===== src/design/dork4_pkg.sv =====
package dork4_pkg;

	// Default fixed-point format
	localparam int DORK4_FRAC_BITS  = 16;
	localparam int DORK4_WORD_WIDTH = 32;

	// Port widths fixed by the interface
	localparam int IO_W  = 32;
	localparam int CFG_W = 31;
	localparam int IDX_W = 2;

	// Register indexes
	localparam logic [IDX_W-1:0] CFG_STIFFNESS = 2'd0;
	localparam logic [IDX_W-1:0] CFG_DAMPING   = 2'd1;
	localparam logic [IDX_W-1:0] CFG_TIME_STEP = 2'd2;

	// Register reset values
	localparam logic [CFG_W-1:0] STIFF_RST = 31'd65536;
	localparam logic [CFG_W-1:0] DAMP_RST  = 31'd0;
	localparam logic [CFG_W-1:0] DT_RST    = 31'd655;

	// Request kinds
	localparam logic REQ_LOAD = 1'b0;
	localparam logic REQ_STEP = 1'b1;

	// Combine modes of the multiply-accumulate unit
	typedef logic [1:0] mac_mode_t;
	localparam mac_mode_t MAC_MUL    = 2'd0;
	localparam mac_mode_t MAC_NEGSUB = 2'd1;
	localparam mac_mode_t MAC_ADD    = 2'd2;

	typedef struct packed {
		logic      start;
		mac_mode_t mode;
	} mac_ctl_t;

	typedef struct packed {
		logic done;
		logic clamped;
	} mac_sts_t;

endpackage


===== src/design/dork4_mac.sv =====
module dork4_mac import dork4_pkg::*; #(
	parameter int FRAC_BITS  = DORK4_FRAC_BITS,
	parameter int WORD_WIDTH = DORK4_WORD_WIDTH
) (
	input  logic                         clk,
	input  logic                         arst_n,
	input  mac_ctl_t                     ctl,
	input  logic [CFG_W-1:0]             coef,
	input  logic signed [WORD_WIDTH-1:0] val,
	input  logic signed [WORD_WIDTH-1:0] base,
	output mac_sts_t                     sts,
	output logic signed [WORD_WIDTH-1:0] res
);

	localparam int W    = WORD_WIDTH;
	localparam int LO_W = W / 2;
	localparam int HI_W = W - LO_W;
	localparam int E    = W + 32;
	localparam int HP_W = CFG_W + 1 + HI_W;
	localparam int LP_W = CFG_W + LO_W;

	// Clamp a wide value to the word range; top bit flags a clamp
	function automatic logic [W:0] clamp_w(input logic signed [E-1:0] v);
		logic ovf;
		logic [W:0] r;
		ovf = (v[E-1:W-1] != '0) && (v[E-1:W-1] != '1);
		if (ovf) begin
			r = {1'b1, v[E-1], {(W-1){~v[E-1]}}};
		end else begin
			r = {1'b0, v[W-1:0]};
		end
		return r;
	endfunction

	logic [CFG_W-1:0]       coef_q;
	logic [LO_W-1:0]        lo_q;
	mac_mode_t              mode_q;
	logic                   p1_q;
	logic                   done_q;
	logic signed [HP_W-1:0] hi_s1;
	logic signed [E-1:0]    prod_s2;

	logic [LP_W-1:0]     lo_p;
	logic signed [E-1:0] hi_ext;
	logic [E-1:0]        lo_ext;
	logic signed [E-1:0] shifted;
	logic [W:0]          m_c;
	logic signed [W-1:0] m;
	logic signed [E-1:0] comb_full;
	logic [W:0]          r_c;

	// Control: first partial product, then sum, then result
	always_ff @(posedge clk or negedge arst_n) begin
		if (!arst_n) begin
			p1_q   <= 1'b0;
			done_q <= 1'b0;
		end else begin
			p1_q   <= ctl.start;
			done_q <= p1_q;
		end
	end

	// High partial product on start, full product in the cycle after
	always_ff @(posedge clk) begin
		if (ctl.start) begin
			coef_q <= coef;
			lo_q   <= val[LO_W-1:0];
			mode_q <= ctl.mode;
			hi_s1  <= $signed({1'b0, coef}) * $signed(val[W-1:LO_W]);
		end
		if (p1_q) begin
			prod_s2 <= hi_ext + $signed(lo_ext);
		end
	end

	assign lo_p   = coef_q * lo_q;
	assign hi_ext = E'(hi_s1) <<< LO_W;
	assign lo_ext = E'(lo_p);

	// Floor shift, clamp, then combine with the base as the mode selects and clamp again
	always_comb begin
		shifted = prod_s2 >>> FRAC_BITS;
		m_c     = clamp_w(shifted);
		m       = m_c[W-1:0];
		unique case (mode_q)
			MAC_NEGSUB: comb_full = -E'(base) - E'(m);
			MAC_ADD:    comb_full = E'(base) + E'(m);
			default:    comb_full = E'(m);
		endcase
		r_c = clamp_w(comb_full);
	end

	assign res         = r_c[W-1:0];
	assign sts.done    = done_q;
	assign sts.clamped = m_c[W] | r_c[W];

	a_done_after_p1: assert property (@(posedge clk) disable iff (!arst_n)
		done_q |-> $past(p1_q))
		else $error("product ready without a product phase");

	a_p1_after_start: assert property (@(posedge clk) disable iff (!arst_n)
		p1_q |-> $past(ctl.start))
		else $error("product phase without a start");

endmodule


===== src/design/dork4_div3.sv =====
module dork4_div3 import dork4_pkg::*; #(
	parameter int WORD_WIDTH = DORK4_WORD_WIDTH
) (
	input  logic                         clk,
	input  logic                         arst_n,
	input  logic                         start,
	input  logic signed [WORD_WIDTH+2:0] sum,
	output logic                         done,
	output logic signed [WORD_WIDTH-1:0] mean
);

	localparam int W     = WORD_WIDTH;
	localparam int ND    = W + 2;
	localparam int DIG   = 4;
	localparam int NSTEP = (ND + DIG - 1) / DIG;
	localparam int NP    = NSTEP * DIG;
	localparam int CNT_W = $clog2(NSTEP + 1);
	localparam logic [ND-1:0] OFFSET = ND'(3) << (W - 1);

	logic [NP-1:0]    dvd_q;
	logic [1:0]       rem_q;
	logic [CNT_W-1:0] cnt_q;
	logic             done_q;

	logic signed [W+2:0] y_half;
	logic [ND-1:0]       y_off;
	logic [DIG-1:0]      qbits;
	logic [1:0]          rem_d;
	logic [2:0]          trial;

	// Halve with floor, then bias so the dividend is never negative
	assign y_half = sum >>> 1;
	assign y_off  = y_half[ND-1:0] + OFFSET;

	// Restoring division by three, DIG quotient bits per cycle
	always_comb begin
		rem_d = rem_q;
		qbits = '0;
		trial = '0;
		for (int j = 0; j < DIG; j++) begin
			trial = {rem_d, dvd_q[NP-1-j]};
			if (trial >= 3'd3) begin
				qbits[DIG-1-j] = 1'b1;
				rem_d          = 2'(trial - 3'd3);
			end else begin
				rem_d = trial[1:0];
			end
		end
	end

	always_ff @(posedge clk or negedge arst_n) begin
		if (!arst_n) begin
			cnt_q  <= '0;
			done_q <= 1'b0;
		end else if (start) begin
			cnt_q  <= CNT_W'(NSTEP);
			done_q <= 1'b0;
		end else if (cnt_q != '0) begin
			cnt_q  <= cnt_q - 1'b1;
			done_q <= (cnt_q == CNT_W'(1));
		end else begin
			done_q <= 1'b0;
		end
	end

	// Shift the dividend out and the quotient in
	always_ff @(posedge clk) begin
		if (start) begin
			dvd_q <= NP'(y_off);
			rem_q <= '0;
		end else if (cnt_q != '0) begin
			dvd_q <= {dvd_q[NP-DIG-1:0], qbits};
			rem_q <= rem_d;
		end
	end

	// Remove the bias: subtracting half the range flips the top bit
	assign mean = {~dvd_q[W-1], dvd_q[W-2:0]};
	assign done = done_q;

endmodule


===== src/design/damped_oscillator_rk4_step.sv =====
// Damped oscillator integrator: keeps position, velocity and time as signed
// fixed-point words (WORD_WIDTH bits, FRAC_BITS fraction bits, Q16.16 by
// default) and, per input transaction, either loads all three (req_type 0) or
// runs one classic RK4 step with acceleration -K*x - C*v and adds the time step
// to time (req_type 1). Every transaction returns one result with the new state
// and a flag that is set if any value was clamped to the word range. Products
// round toward minus infinity. A load goes from acceptance straight to the done
// state, which registers the result. A step runs its sixteen products through one
// shared multiply-accumulate unit and the two divisions by six through a serial
// divider that retires 4 quotient bits a cycle; in_stall stays high while a
// transaction is in progress. The user must write registers only while no
// transaction is in progress; the block itself does not enforce this.
module damped_oscillator_rk4_step import dork4_pkg::*; #(
	parameter int FRAC_BITS  = DORK4_FRAC_BITS,
	parameter int WORD_WIDTH = DORK4_WORD_WIDTH
) (
	input  logic                   clk,
	input  logic                   arst_n,
	input  logic                   cfg_valid,
	output logic                   cfg_ready,
	input  logic [IDX_W-1:0]       cfg_index,
	input  logic [IO_W-1:0]        cfg_data,
	input  logic                   in_valid,
	output logic                   in_stall,
	input  logic                   req_type,
	input  logic signed [IO_W-1:0] load_position,
	input  logic signed [IO_W-1:0] load_velocity,
	input  logic signed [IO_W-1:0] load_time,
	output logic                   out_valid,
	input  logic                   out_stall,
	output logic signed [IO_W-1:0] position_out,
	output logic signed [IO_W-1:0] velocity_out,
	output logic signed [IO_W-1:0] time_out,
	output logic                   saturated
);

	localparam int W  = WORD_WIDTH;
	localparam int E  = W + 32;
	localparam int SW = W + 3;

	localparam logic [3:0] S_IDLE  = 4'd0;
	localparam logic [3:0] S_START = 4'd1;
	localparam logic [3:0] S_KX    = 4'd2;
	localparam logic [3:0] S_CV    = 4'd3;
	localparam logic [3:0] S_HX    = 4'd4;
	localparam logic [3:0] S_HV    = 4'd5;
	localparam logic [3:0] S_DX0   = 4'd6;
	localparam logic [3:0] S_DX    = 4'd7;
	localparam logic [3:0] S_DV    = 4'd8;
	localparam logic [3:0] S_FX    = 4'd9;
	localparam logic [3:0] S_FV    = 4'd10;
	localparam logic [3:0] S_DONE  = 4'd11;

	// Clamp a wide value to the word range; top bit flags a clamp
	function automatic logic [W:0] clamp_w(input logic signed [E-1:0] v);
		logic ovf;
		logic [W:0] r;
		ovf = (v[E-1:W-1] != '0) && (v[E-1:W-1] != '1);
		if (ovf) begin
			r = {1'b1, v[E-1], {(W-1){~v[E-1]}}};
		end else begin
			r = {1'b0, v[W-1:0]};
		end
		return r;
	endfunction

	logic [CFG_W-1:0] stiff_q;
	logic [CFG_W-1:0] damp_q;
	logic [CFG_W-1:0] dt_q;

	logic [3:0] state_q;
	logic [3:0] state_d;
	logic [1:0] stg_q;
	logic       sat_q;

	logic signed [W-1:0]  pos_q;
	logic signed [W-1:0]  vel_q;
	logic signed [W-1:0]  time_q;
	logic signed [W-1:0]  xs_q;
	logic signed [W-1:0]  vs_q;
	logic signed [W-1:0]  t_q;
	logic signed [W-1:0]  acc_q;
	logic signed [W-1:0]  mx_q;
	logic signed [W-1:0]  mv_q;
	logic signed [SW-1:0] sumx_q;
	logic signed [SW-1:0] sumv_q;

	logic                  out_valid_q;
	logic signed [IO_W-1:0] pos_out_q;
	logic signed [IO_W-1:0] vel_out_q;
	logic signed [IO_W-1:0] time_out_q;
	logic                  sat_out_q;

	logic in_acc;
	logic out_free;

	logic [W:0]          dt_c;
	logic signed [W-1:0] dt_w;
	logic [CFG_W-1:0]    dt_coef;
	logic [CFG_W-1:0]    h_coef;
	logic [CFG_W-1:0]    hc;
	logic [W:0]          ld_pos_c;
	logic [W:0]          ld_vel_c;
	logic [W:0]          ld_time_c;
	logic [W:0]          time_c;

	mac_ctl_t            mac_ctl;
	mac_sts_t            mac_sts;
	logic [CFG_W-1:0]    mac_coef;
	logic signed [W-1:0] mac_val;
	logic signed [W-1:0] mac_base;
	logic signed [W-1:0] mac_res;

	logic                 div_start;
	logic signed [SW-1:0] div_sum;
	logic                 div_done;
	logic signed [W-1:0]  div_mean;

	logic signed [SW-1:0] kx_add;
	logic signed [SW-1:0] kv_add;

	assign cfg_ready = 1'b1;
	assign in_stall  = (state_q != S_IDLE);
	assign in_acc    = in_valid && !in_stall;
	assign out_free  = !out_valid_q || !out_stall;

	// Time step clamped to the word, and the half step
	assign dt_c    = clamp_w(E'($signed({1'b0, dt_q})));
	assign dt_w    = dt_c[W-1:0];
	assign dt_coef = CFG_W'(dt_w);
	assign h_coef  = dt_coef >> 1;
	assign hc      = (stg_q == 2'd2) ? dt_coef : h_coef;

	assign ld_pos_c  = clamp_w(E'(load_position));
	assign ld_vel_c  = clamp_w(E'(load_velocity));
	assign ld_time_c = clamp_w(E'(load_time));
	assign time_c    = clamp_w(E'(time_q) + E'(dt_w));

	// Sequencer: one product in flight at a time, next issued on completion
	always_comb begin
		state_d       = state_q;
		mac_ctl.start = 1'b0;
		div_start     = 1'b0;
		unique case (state_q)
			S_IDLE: begin
				if (in_valid) begin
					state_d = (req_type == REQ_STEP) ? S_START : S_DONE;
				end
			end
			S_START: begin
				state_d       = S_KX;
				mac_ctl.start = 1'b1;
			end
			S_KX: begin
				if (mac_sts.done) begin
					state_d       = S_CV;
					mac_ctl.start = 1'b1;
				end
			end
			S_CV: begin
				if (mac_sts.done) begin
					if (stg_q == 2'd3) begin
						state_d = S_DX0;
					end else begin
						state_d       = S_HX;
						mac_ctl.start = 1'b1;
					end
				end
			end
			S_HX: begin
				if (mac_sts.done) begin
					state_d       = S_HV;
					mac_ctl.start = 1'b1;
				end
			end
			S_HV: begin
				if (mac_sts.done) begin
					state_d       = S_KX;
					mac_ctl.start = 1'b1;
				end
			end
			S_DX0: begin
				state_d   = S_DX;
				div_start = 1'b1;
			end
			S_DX: begin
				if (div_done) begin
					state_d   = S_DV;
					div_start = 1'b1;
				end
			end
			S_DV: begin
				if (div_done) begin
					state_d       = S_FX;
					mac_ctl.start = 1'b1;
				end
			end
			S_FX: begin
				if (mac_sts.done) begin
					state_d       = S_FV;
					mac_ctl.start = 1'b1;
				end
			end
			S_FV: begin
				if (mac_sts.done) begin
					state_d = S_DONE;
				end
			end
			S_DONE: begin
				if (out_free) begin
					state_d = S_IDLE;
				end
			end
			default: state_d = S_IDLE;
		endcase
	end

	// Operands of the product being issued
	always_comb begin
		mac_coef     = stiff_q;
		mac_val      = xs_q;
		mac_ctl.mode = MAC_MUL;
		unique case (state_d)
			S_CV: begin
				mac_coef     = damp_q;
				mac_val      = vs_q;
				mac_ctl.mode = MAC_NEGSUB;
			end
			S_HX: begin
				mac_coef     = hc;
				mac_val      = vs_q;
				mac_ctl.mode = MAC_ADD;
			end
			S_HV: begin
				mac_coef     = hc;
				mac_val      = acc_q;
				mac_ctl.mode = MAC_ADD;
			end
			S_FX: begin
				mac_coef     = dt_coef;
				mac_val      = mx_q;
				mac_ctl.mode = MAC_ADD;
			end
			S_FV: begin
				mac_coef     = dt_coef;
				mac_val      = mv_q;
				mac_ctl.mode = MAC_ADD;
			end
			default: begin
				mac_coef     = stiff_q;
				mac_val      = xs_q;
				mac_ctl.mode = MAC_MUL;
			end
		endcase
	end

	// Base of the product completing now
	always_comb begin
		unique case (state_q)
			S_CV:       mac_base = t_q;
			S_HX, S_FX: mac_base = pos_q;
			S_HV, S_FV: mac_base = vel_q;
			default:    mac_base = '0;
		endcase
	end

	// Weighted slopes for the running sums: middle stages count twice
	always_comb begin
		kx_add = SW'(vs_q);
		kv_add = SW'(mac_res);
		if (stg_q == 2'd1 || stg_q == 2'd2) begin
			kx_add = kx_add <<< 1;
			kv_add = kv_add <<< 1;
		end
	end

	assign div_sum = (state_q == S_DX0) ? sumx_q : sumv_q;

	dork4_mac #(
		.FRAC_BITS (FRAC_BITS),
		.WORD_WIDTH(WORD_WIDTH)
	) u_mac (
		.clk   (clk),
		.arst_n(arst_n),
		.ctl   (mac_ctl),
		.coef  (mac_coef),
		.val   (mac_val),
		.base  (mac_base),
		.sts   (mac_sts),
		.res   (mac_res)
	);

	dork4_div3 #(
		.WORD_WIDTH(WORD_WIDTH)
	) u_div3 (
		.clk   (clk),
		.arst_n(arst_n),
		.start (div_start),
		.sum   (div_sum),
		.done  (div_done),
		.mean  (div_mean)
	);

	// Control, registers and oscillator state
	always_ff @(posedge clk or negedge arst_n) begin
		if (!arst_n) begin
			state_q     <= S_IDLE;
			stg_q       <= '0;
			sat_q       <= 1'b0;
			out_valid_q <= 1'b0;
			stiff_q     <= STIFF_RST;
			damp_q      <= DAMP_RST;
			dt_q        <= DT_RST;
			pos_q       <= '0;
			vel_q       <= '0;
			time_q      <= '0;
		end else begin
			state_q <= state_d;

			if (cfg_valid && cfg_ready) begin
				unique case (cfg_index)
					CFG_STIFFNESS: stiff_q <= cfg_data[CFG_W-1:0];
					CFG_DAMPING:   damp_q  <= cfg_data[CFG_W-1:0];
					CFG_TIME_STEP: dt_q    <= cfg_data[CFG_W-1:0];
					default:       ;
				endcase
			end

			if (in_acc) begin
				stg_q <= '0;
				if (req_type == REQ_LOAD) begin
					pos_q  <= ld_pos_c[W-1:0];
					vel_q  <= ld_vel_c[W-1:0];
					time_q <= ld_time_c[W-1:0];
					sat_q  <= ld_pos_c[W] | ld_vel_c[W] | ld_time_c[W];
				end else begin
					sat_q <= dt_c[W];
				end
			end

			if (mac_sts.done) begin
				sat_q <= sat_q | mac_sts.clamped;
				if (state_q == S_HV) begin
					stg_q <= stg_q + 2'd1;
				end
				if (state_q == S_FX) begin
					pos_q <= mac_res;
				end
				if (state_q == S_FV) begin
					vel_q  <= mac_res;
					time_q <= time_c[W-1:0];
					sat_q  <= sat_q | mac_sts.clamped | time_c[W];
				end
			end

			// Hold the result until taken, then drop valid
			if (state_q == S_DONE && out_free) begin
				out_valid_q <= 1'b1;
			end else if (!out_stall) begin
				out_valid_q <= 1'b0;
			end
		end
	end

	// Stage values, slope sums and result payload
	always_ff @(posedge clk) begin
		if (in_acc && req_type == REQ_STEP) begin
			xs_q   <= pos_q;
			vs_q   <= vel_q;
			sumx_q <= '0;
			sumv_q <= '0;
		end
		if (mac_sts.done) begin
			unique case (state_q)
				S_KX: t_q <= mac_res;
				S_CV: begin
					acc_q  <= mac_res;
					sumx_q <= sumx_q + kx_add;
					sumv_q <= sumv_q + kv_add;
				end
				S_HX:    xs_q <= mac_res;
				S_HV:    vs_q <= mac_res;
				default: ;
			endcase
		end
		if (div_done) begin
			if (state_q == S_DX) begin
				mx_q <= div_mean;
			end else begin
				mv_q <= div_mean;
			end
		end
		if (state_q == S_DONE && out_free) begin
			pos_out_q  <= IO_W'(pos_q);
			vel_out_q  <= IO_W'(vel_q);
			time_out_q <= IO_W'(time_q);
			sat_out_q  <= sat_q;
		end
	end

	assign out_valid    = out_valid_q;
	assign position_out = pos_out_q;
	assign velocity_out = vel_out_q;
	assign time_out     = time_out_q;
	assign saturated    = sat_out_q;

	a_out_from_done: assert property (@(posedge clk) disable iff (!arst_n)
		$rose(out_valid_q) |-> $past(state_q == S_DONE))
		else $error("result raised outside the done state");

	a_mac_in_wait: assert property (@(posedge clk) disable iff (!arst_n)
		mac_sts.done |-> (state_q == S_KX || state_q == S_CV || state_q == S_HX ||
			state_q == S_HV || state_q == S_FX || state_q == S_FV))
		else $error("product completed with no product pending");

	a_div_in_wait: assert property (@(posedge clk) disable iff (!arst_n)
		div_done |-> (state_q == S_DX || state_q == S_DV))
		else $error("division completed with no division pending");

	a_load_to_done: assert property (@(posedge clk) disable iff (!arst_n)
		(in_acc && req_type == REQ_LOAD) |=> (state_q == S_DONE))
		else $error("load transaction did not go straight to done");

endmodule

===== config.mk =====
export PLATFORM = sky130hd
export DESIGN_NAME = damped_oscillator_rk4_step
export DESIGN_NICKNAME = d
export VERILOG_FILES = /design/src/design/dork4_pkg.sv /design/src/design/dork4_mac.sv /design/src/design/dork4_div3.sv /design/src/design/damped_oscillator_rk4_step.sv
export SDC_FILE = /design/constraint.sdc
export NUM_CORES = 2
export LEC_CHECK = 0
export CAP_MARGIN = 40
export CORE_MARGIN = 3
export CORE_UTILIZATION = 45
export CTS_CLUSTER_DIAMETER = 120
export DETAILED_ROUTE_END_ITERATION = 6
export DONT_BUFFER_PORTS = 1
export PLACE_DENSITY = 0.71
export SYNTH_ARGS = -nofsm -noshare
export SYNTH_HDL_FRONTEND = slang
export SYNTH_SLANG_ARGS = --single-unit
export TNS_END_PERCENT = 1

===== constraint.sdc =====
create_clock -name clk -period 8.45 [get_ports clk]
set_clock_uncertainty 0.05 [all_clocks]
set_input_delay 1.2675 -clock clk [delete_from_list [all_inputs] [get_ports clk]]
set_output_delay 1.2675 -clock clk [all_outputs]
set_load 0.05 [all_outputs]

==> impl_metrics.json <==
{
  "timing.rr.start": "state_q[0]$_DFF_PN0_",
  "critPathKind": "input port to register",
  "totalWireLength_um": 240200,
  "rr_endpoint": "u_mac.hi_s1[32]$_DFFE_PP_",
  "overflow": 0,
  "die_area_sq_um": 164800,
  "timing.final.ws_setup_ns": -0.9789,
  "cp_top_family": "adder cells",
  "startpoint": "out_stall",
  "cts_inserted_buffers": 82,
  "crit_fanout": 6,
  "synth_edf_count": 404,
  "syn-num-nets": 8922,
  "ys_seq_elements": 746,
  "cts_buffer_depth": 3,
  "tns_ns": -20.56,
  "r2r_slack_ns": -0.90,
  "finalWeightedCongestion": 0.9980,
  "violations": "DRC, setup timing",
  "start_util": 0.4536,
  "io_buffers": 0,
  "grt_max_degree": 205,
  "tightest_slew_ns": 0.9745,
  "die_w_um": 406.0,
  "gr-max-usage-layer": "met2",
  "die_height_um": 406.0,
  "rows": 146,
  "arrival_ns": 9.83,
  "pre_cts_slack_ns": -1.817,
  "htreeDepth": 3,
  "cp_num_buf_inv": 8,
  "cts-root-buf": "clkbuf_16",
  "drive_gt1_frac": 0.1882,
  "period_needed_ns": 9.429,
  "hp-class": "input port to async pin",
  "cts_hold_buf": 0,
  "fin_crit_sh": 1.116,
  "slowest_stage": "a222oi_1",
  "wire_per_inst_um": 23.23,
  "synth_area_leaders": "fa_1 23%, edfxtp_1 17%, ha_1 8.6%",
  "drt_iter0_markers": 6410,
  "grt_pass1_vias": 61440,
  "synth_area_per_cell_sq_um": 9.630,
  "synth.distinct_cells": 102,
  "met2_usage": 0.4763,
  "r2r_cells": 35,
  "antenna_found_initial": 13,
  "grt_pass1_wl_um": 367900,
  "gr-usage-met1": 0.3881,
  "drtAntennaViolNets": 0,
  "async_flop_share": 0.2735,
  "drc": 8,
  "setup_viol": 51,
  "num_vias": 59850,
  "status": "finished with violations",
  "postPlaceCellArea_sq_um": 81240,
  "first_pass_iters": 7,
  "worstSetupStartpointType": "input port",
  "mappedNetlistArea_sq_um": 72010,
  "fin_nets": 9639,
  "worstSkewPairLatency_ns": 0.72,
  "via_per_inst": 5.788,
  "numClockSinks": 746,
  "design_area_sq_um": 84800,
  "synthCells": 7477,
  "cpPeakStageDelay_ns": 0.61,
  "post-route-util": 0.5342,
  "slew_headroom": 0.3504,
  "end_kind": "register",
  "maxSlewViolCount": 0,
  "synth_top_area_cell": "fa_1",
  "rsz0062_at_grt": "true",
  "clkTransAtPathRegs_ns": 0.06,
  "critPathRequiredTime_ns": 8.85,
  "pin_count": 236,
  "grtUsageMet3": 0.05640,
  "cts_tree": "yes",
  "core_area_sq_um": 158700,
  "hold_viol": 0,
  "synth_seq_area_share": 0.2779,
  "drv_cap": 0,
  "ys_warn_count": 0,
  "fmax_mhz": 106.1,
  "yosysTopAreaCellShare": 0.2258,
  "synthFlopType": "edfxtp_1",
  "synthToLayoutAreaGrowth_pct": 17.77,
  "dp_hpwl_um": 194900,
  "track_usage": 0.2925
}
[Yosys cell counts, types with 13 or more instances]
master and number:
a21oi_1 281, o21ai_4 18, inv_2 21, nor2_1 502, xnor2_1 163, nor2b_1 39
o21bai_1 37, a31oi_1 80, dfrtp_1 197, o21ai_0 215, xor2_1 115, mux2_2 172
nor3_1 60, o21a_1 48, a21boi_0 13, inv_1 1032, nand4_1 28, a21o_1 135
o31ai_1 26, and2_1 156, a221oi_1 34, nand2_1 1033, mux2i_1 132, buf_1 21
nand3_1 113, dfxtp_1 138, a32oi_1 22, or3_1 19, a31o_2 15, and3_1 36
o21ai_1 17, a222oi_1 94, edfxtp_1 404, ha_1 497, fa_1 812, a211oi_1 33
o22ai_1 101, o21ai_2 14, nand2b_1 51, clkbuf_1 240, o211ai_1 15, or2_2 13
buf_2 82
[flip-flops by register name, indices dropped and copies added, names as in the netlist, 35 cells and up]
| name | flops |
|---|---|
| u_mac.prod_s2 | 48 |
| sumx_q | 35 |
| u_div3.dvd_q | 36 |
| u_mac.hi_s1 | 48 |
| sumv_q | 35 |
[cell usage in the layout, fill, tap and decap left out, types with 172 or more instances in the layout]
cell	instances
inv_1	1023
o21ai_0	200
buf_4	926
mux2_2	172
dfrtp_1	192
a21oi_1	268
nor2_1	489
fa_1	808
ha_1	485
edfxtp_1	404
nand2_1	1019
[worst max-delay path by stage]
stage / end / slack (ns) / depth (start not counted)
after floorplan: u_mac.hi_s1[46]$_DFFE_PP_ / -1.04 / 39
after global placement: u_mac.hi_s1[47]$_DFFE_PP_ / -1.86 / 33
after detailed placement: u_mac.hi_s1[47]$_DFFE_PP_ / -1.82 / 33
after CTS: u_mac.hi_s1[46]$_DFFE_PP_ / -0.76 / 34
after global routing: u_mac.hi_s1[32]$_DFFE_PP_ / -1.15 / 35
final: u_mac.hi_s1[32]$_DFFE_PP_ / -0.98 / 35
[per-stage QoR]
stage | std cells | hold WS (ns)
final | 10340 | 0.1944
after global routing | 10340 | 0.1606
after CTS | 10330 | 0.1558
after detailed placement | 10140 | 0.4096
after global placement | 10130 | 0.3955
after floorplan | 7477 | 0.3882
[what timing repair did]
item                       4_1_cts  5_1_grt
setup endpoints to repair       59       77
pin swaps                       54       27
resized for setup              112       31
buffers inserted                31       10
[cell type report]
type | instances | area [sq um]
inverters | 1056 | 3989
diodes | 4 | 10.01
clock buffers | 114 | 2325
repair buffers | 995 | 8124
clock inverters | 40 | 352.8
fillers | 13860 | 73940
flip-flops and latches | 746 | 20010
multi-input cells | 5313 | 47390
well taps | 2072 | 2592
[routing by layer]
layer | wire length (um) | up-vias | part of all wire
li1 | - | 26410 | -
met1 | 95220 | 30000 | 0.40
met2 | 112000 | 2953 | 0.47
met3 | 23000 | 488 | 0.096
met4 | 9914 | 6 | 0.041
met5 | 34 | - | 0.00014
[logic make-up after synthesis]
| family | synth area share |
|---|---|
| muxes | 0.04525 |
| and+or+nand+nor | 0.1283 |
| buffers and inverters | 0.07667 |
| DFF | 0.2779 |
| AOI/OAI and AO/OA | 0.1258 |
| other | 0.00005208 |
| xor gates and xnor gates | 0.03381 |
| adders and majority gates | 0.3123 |
[worst register-to-register path, delay by kind of cell (launching register included)]
kind / cells / cell delay, ns
AOI/OAI and AO/OA: 10 / 2.39
and+or+nand+nor: 8 / 1.72
xor gates and xnor gates: 1 / 0.10
DFF: 1 / 0.49
adders and majority gates: 7 / 3.21
buffers and inverters: 9 / 1.11
Power is not shown: default switching activity piles up to over one toggle a cycle in this logic, so the estimate is an artifact.
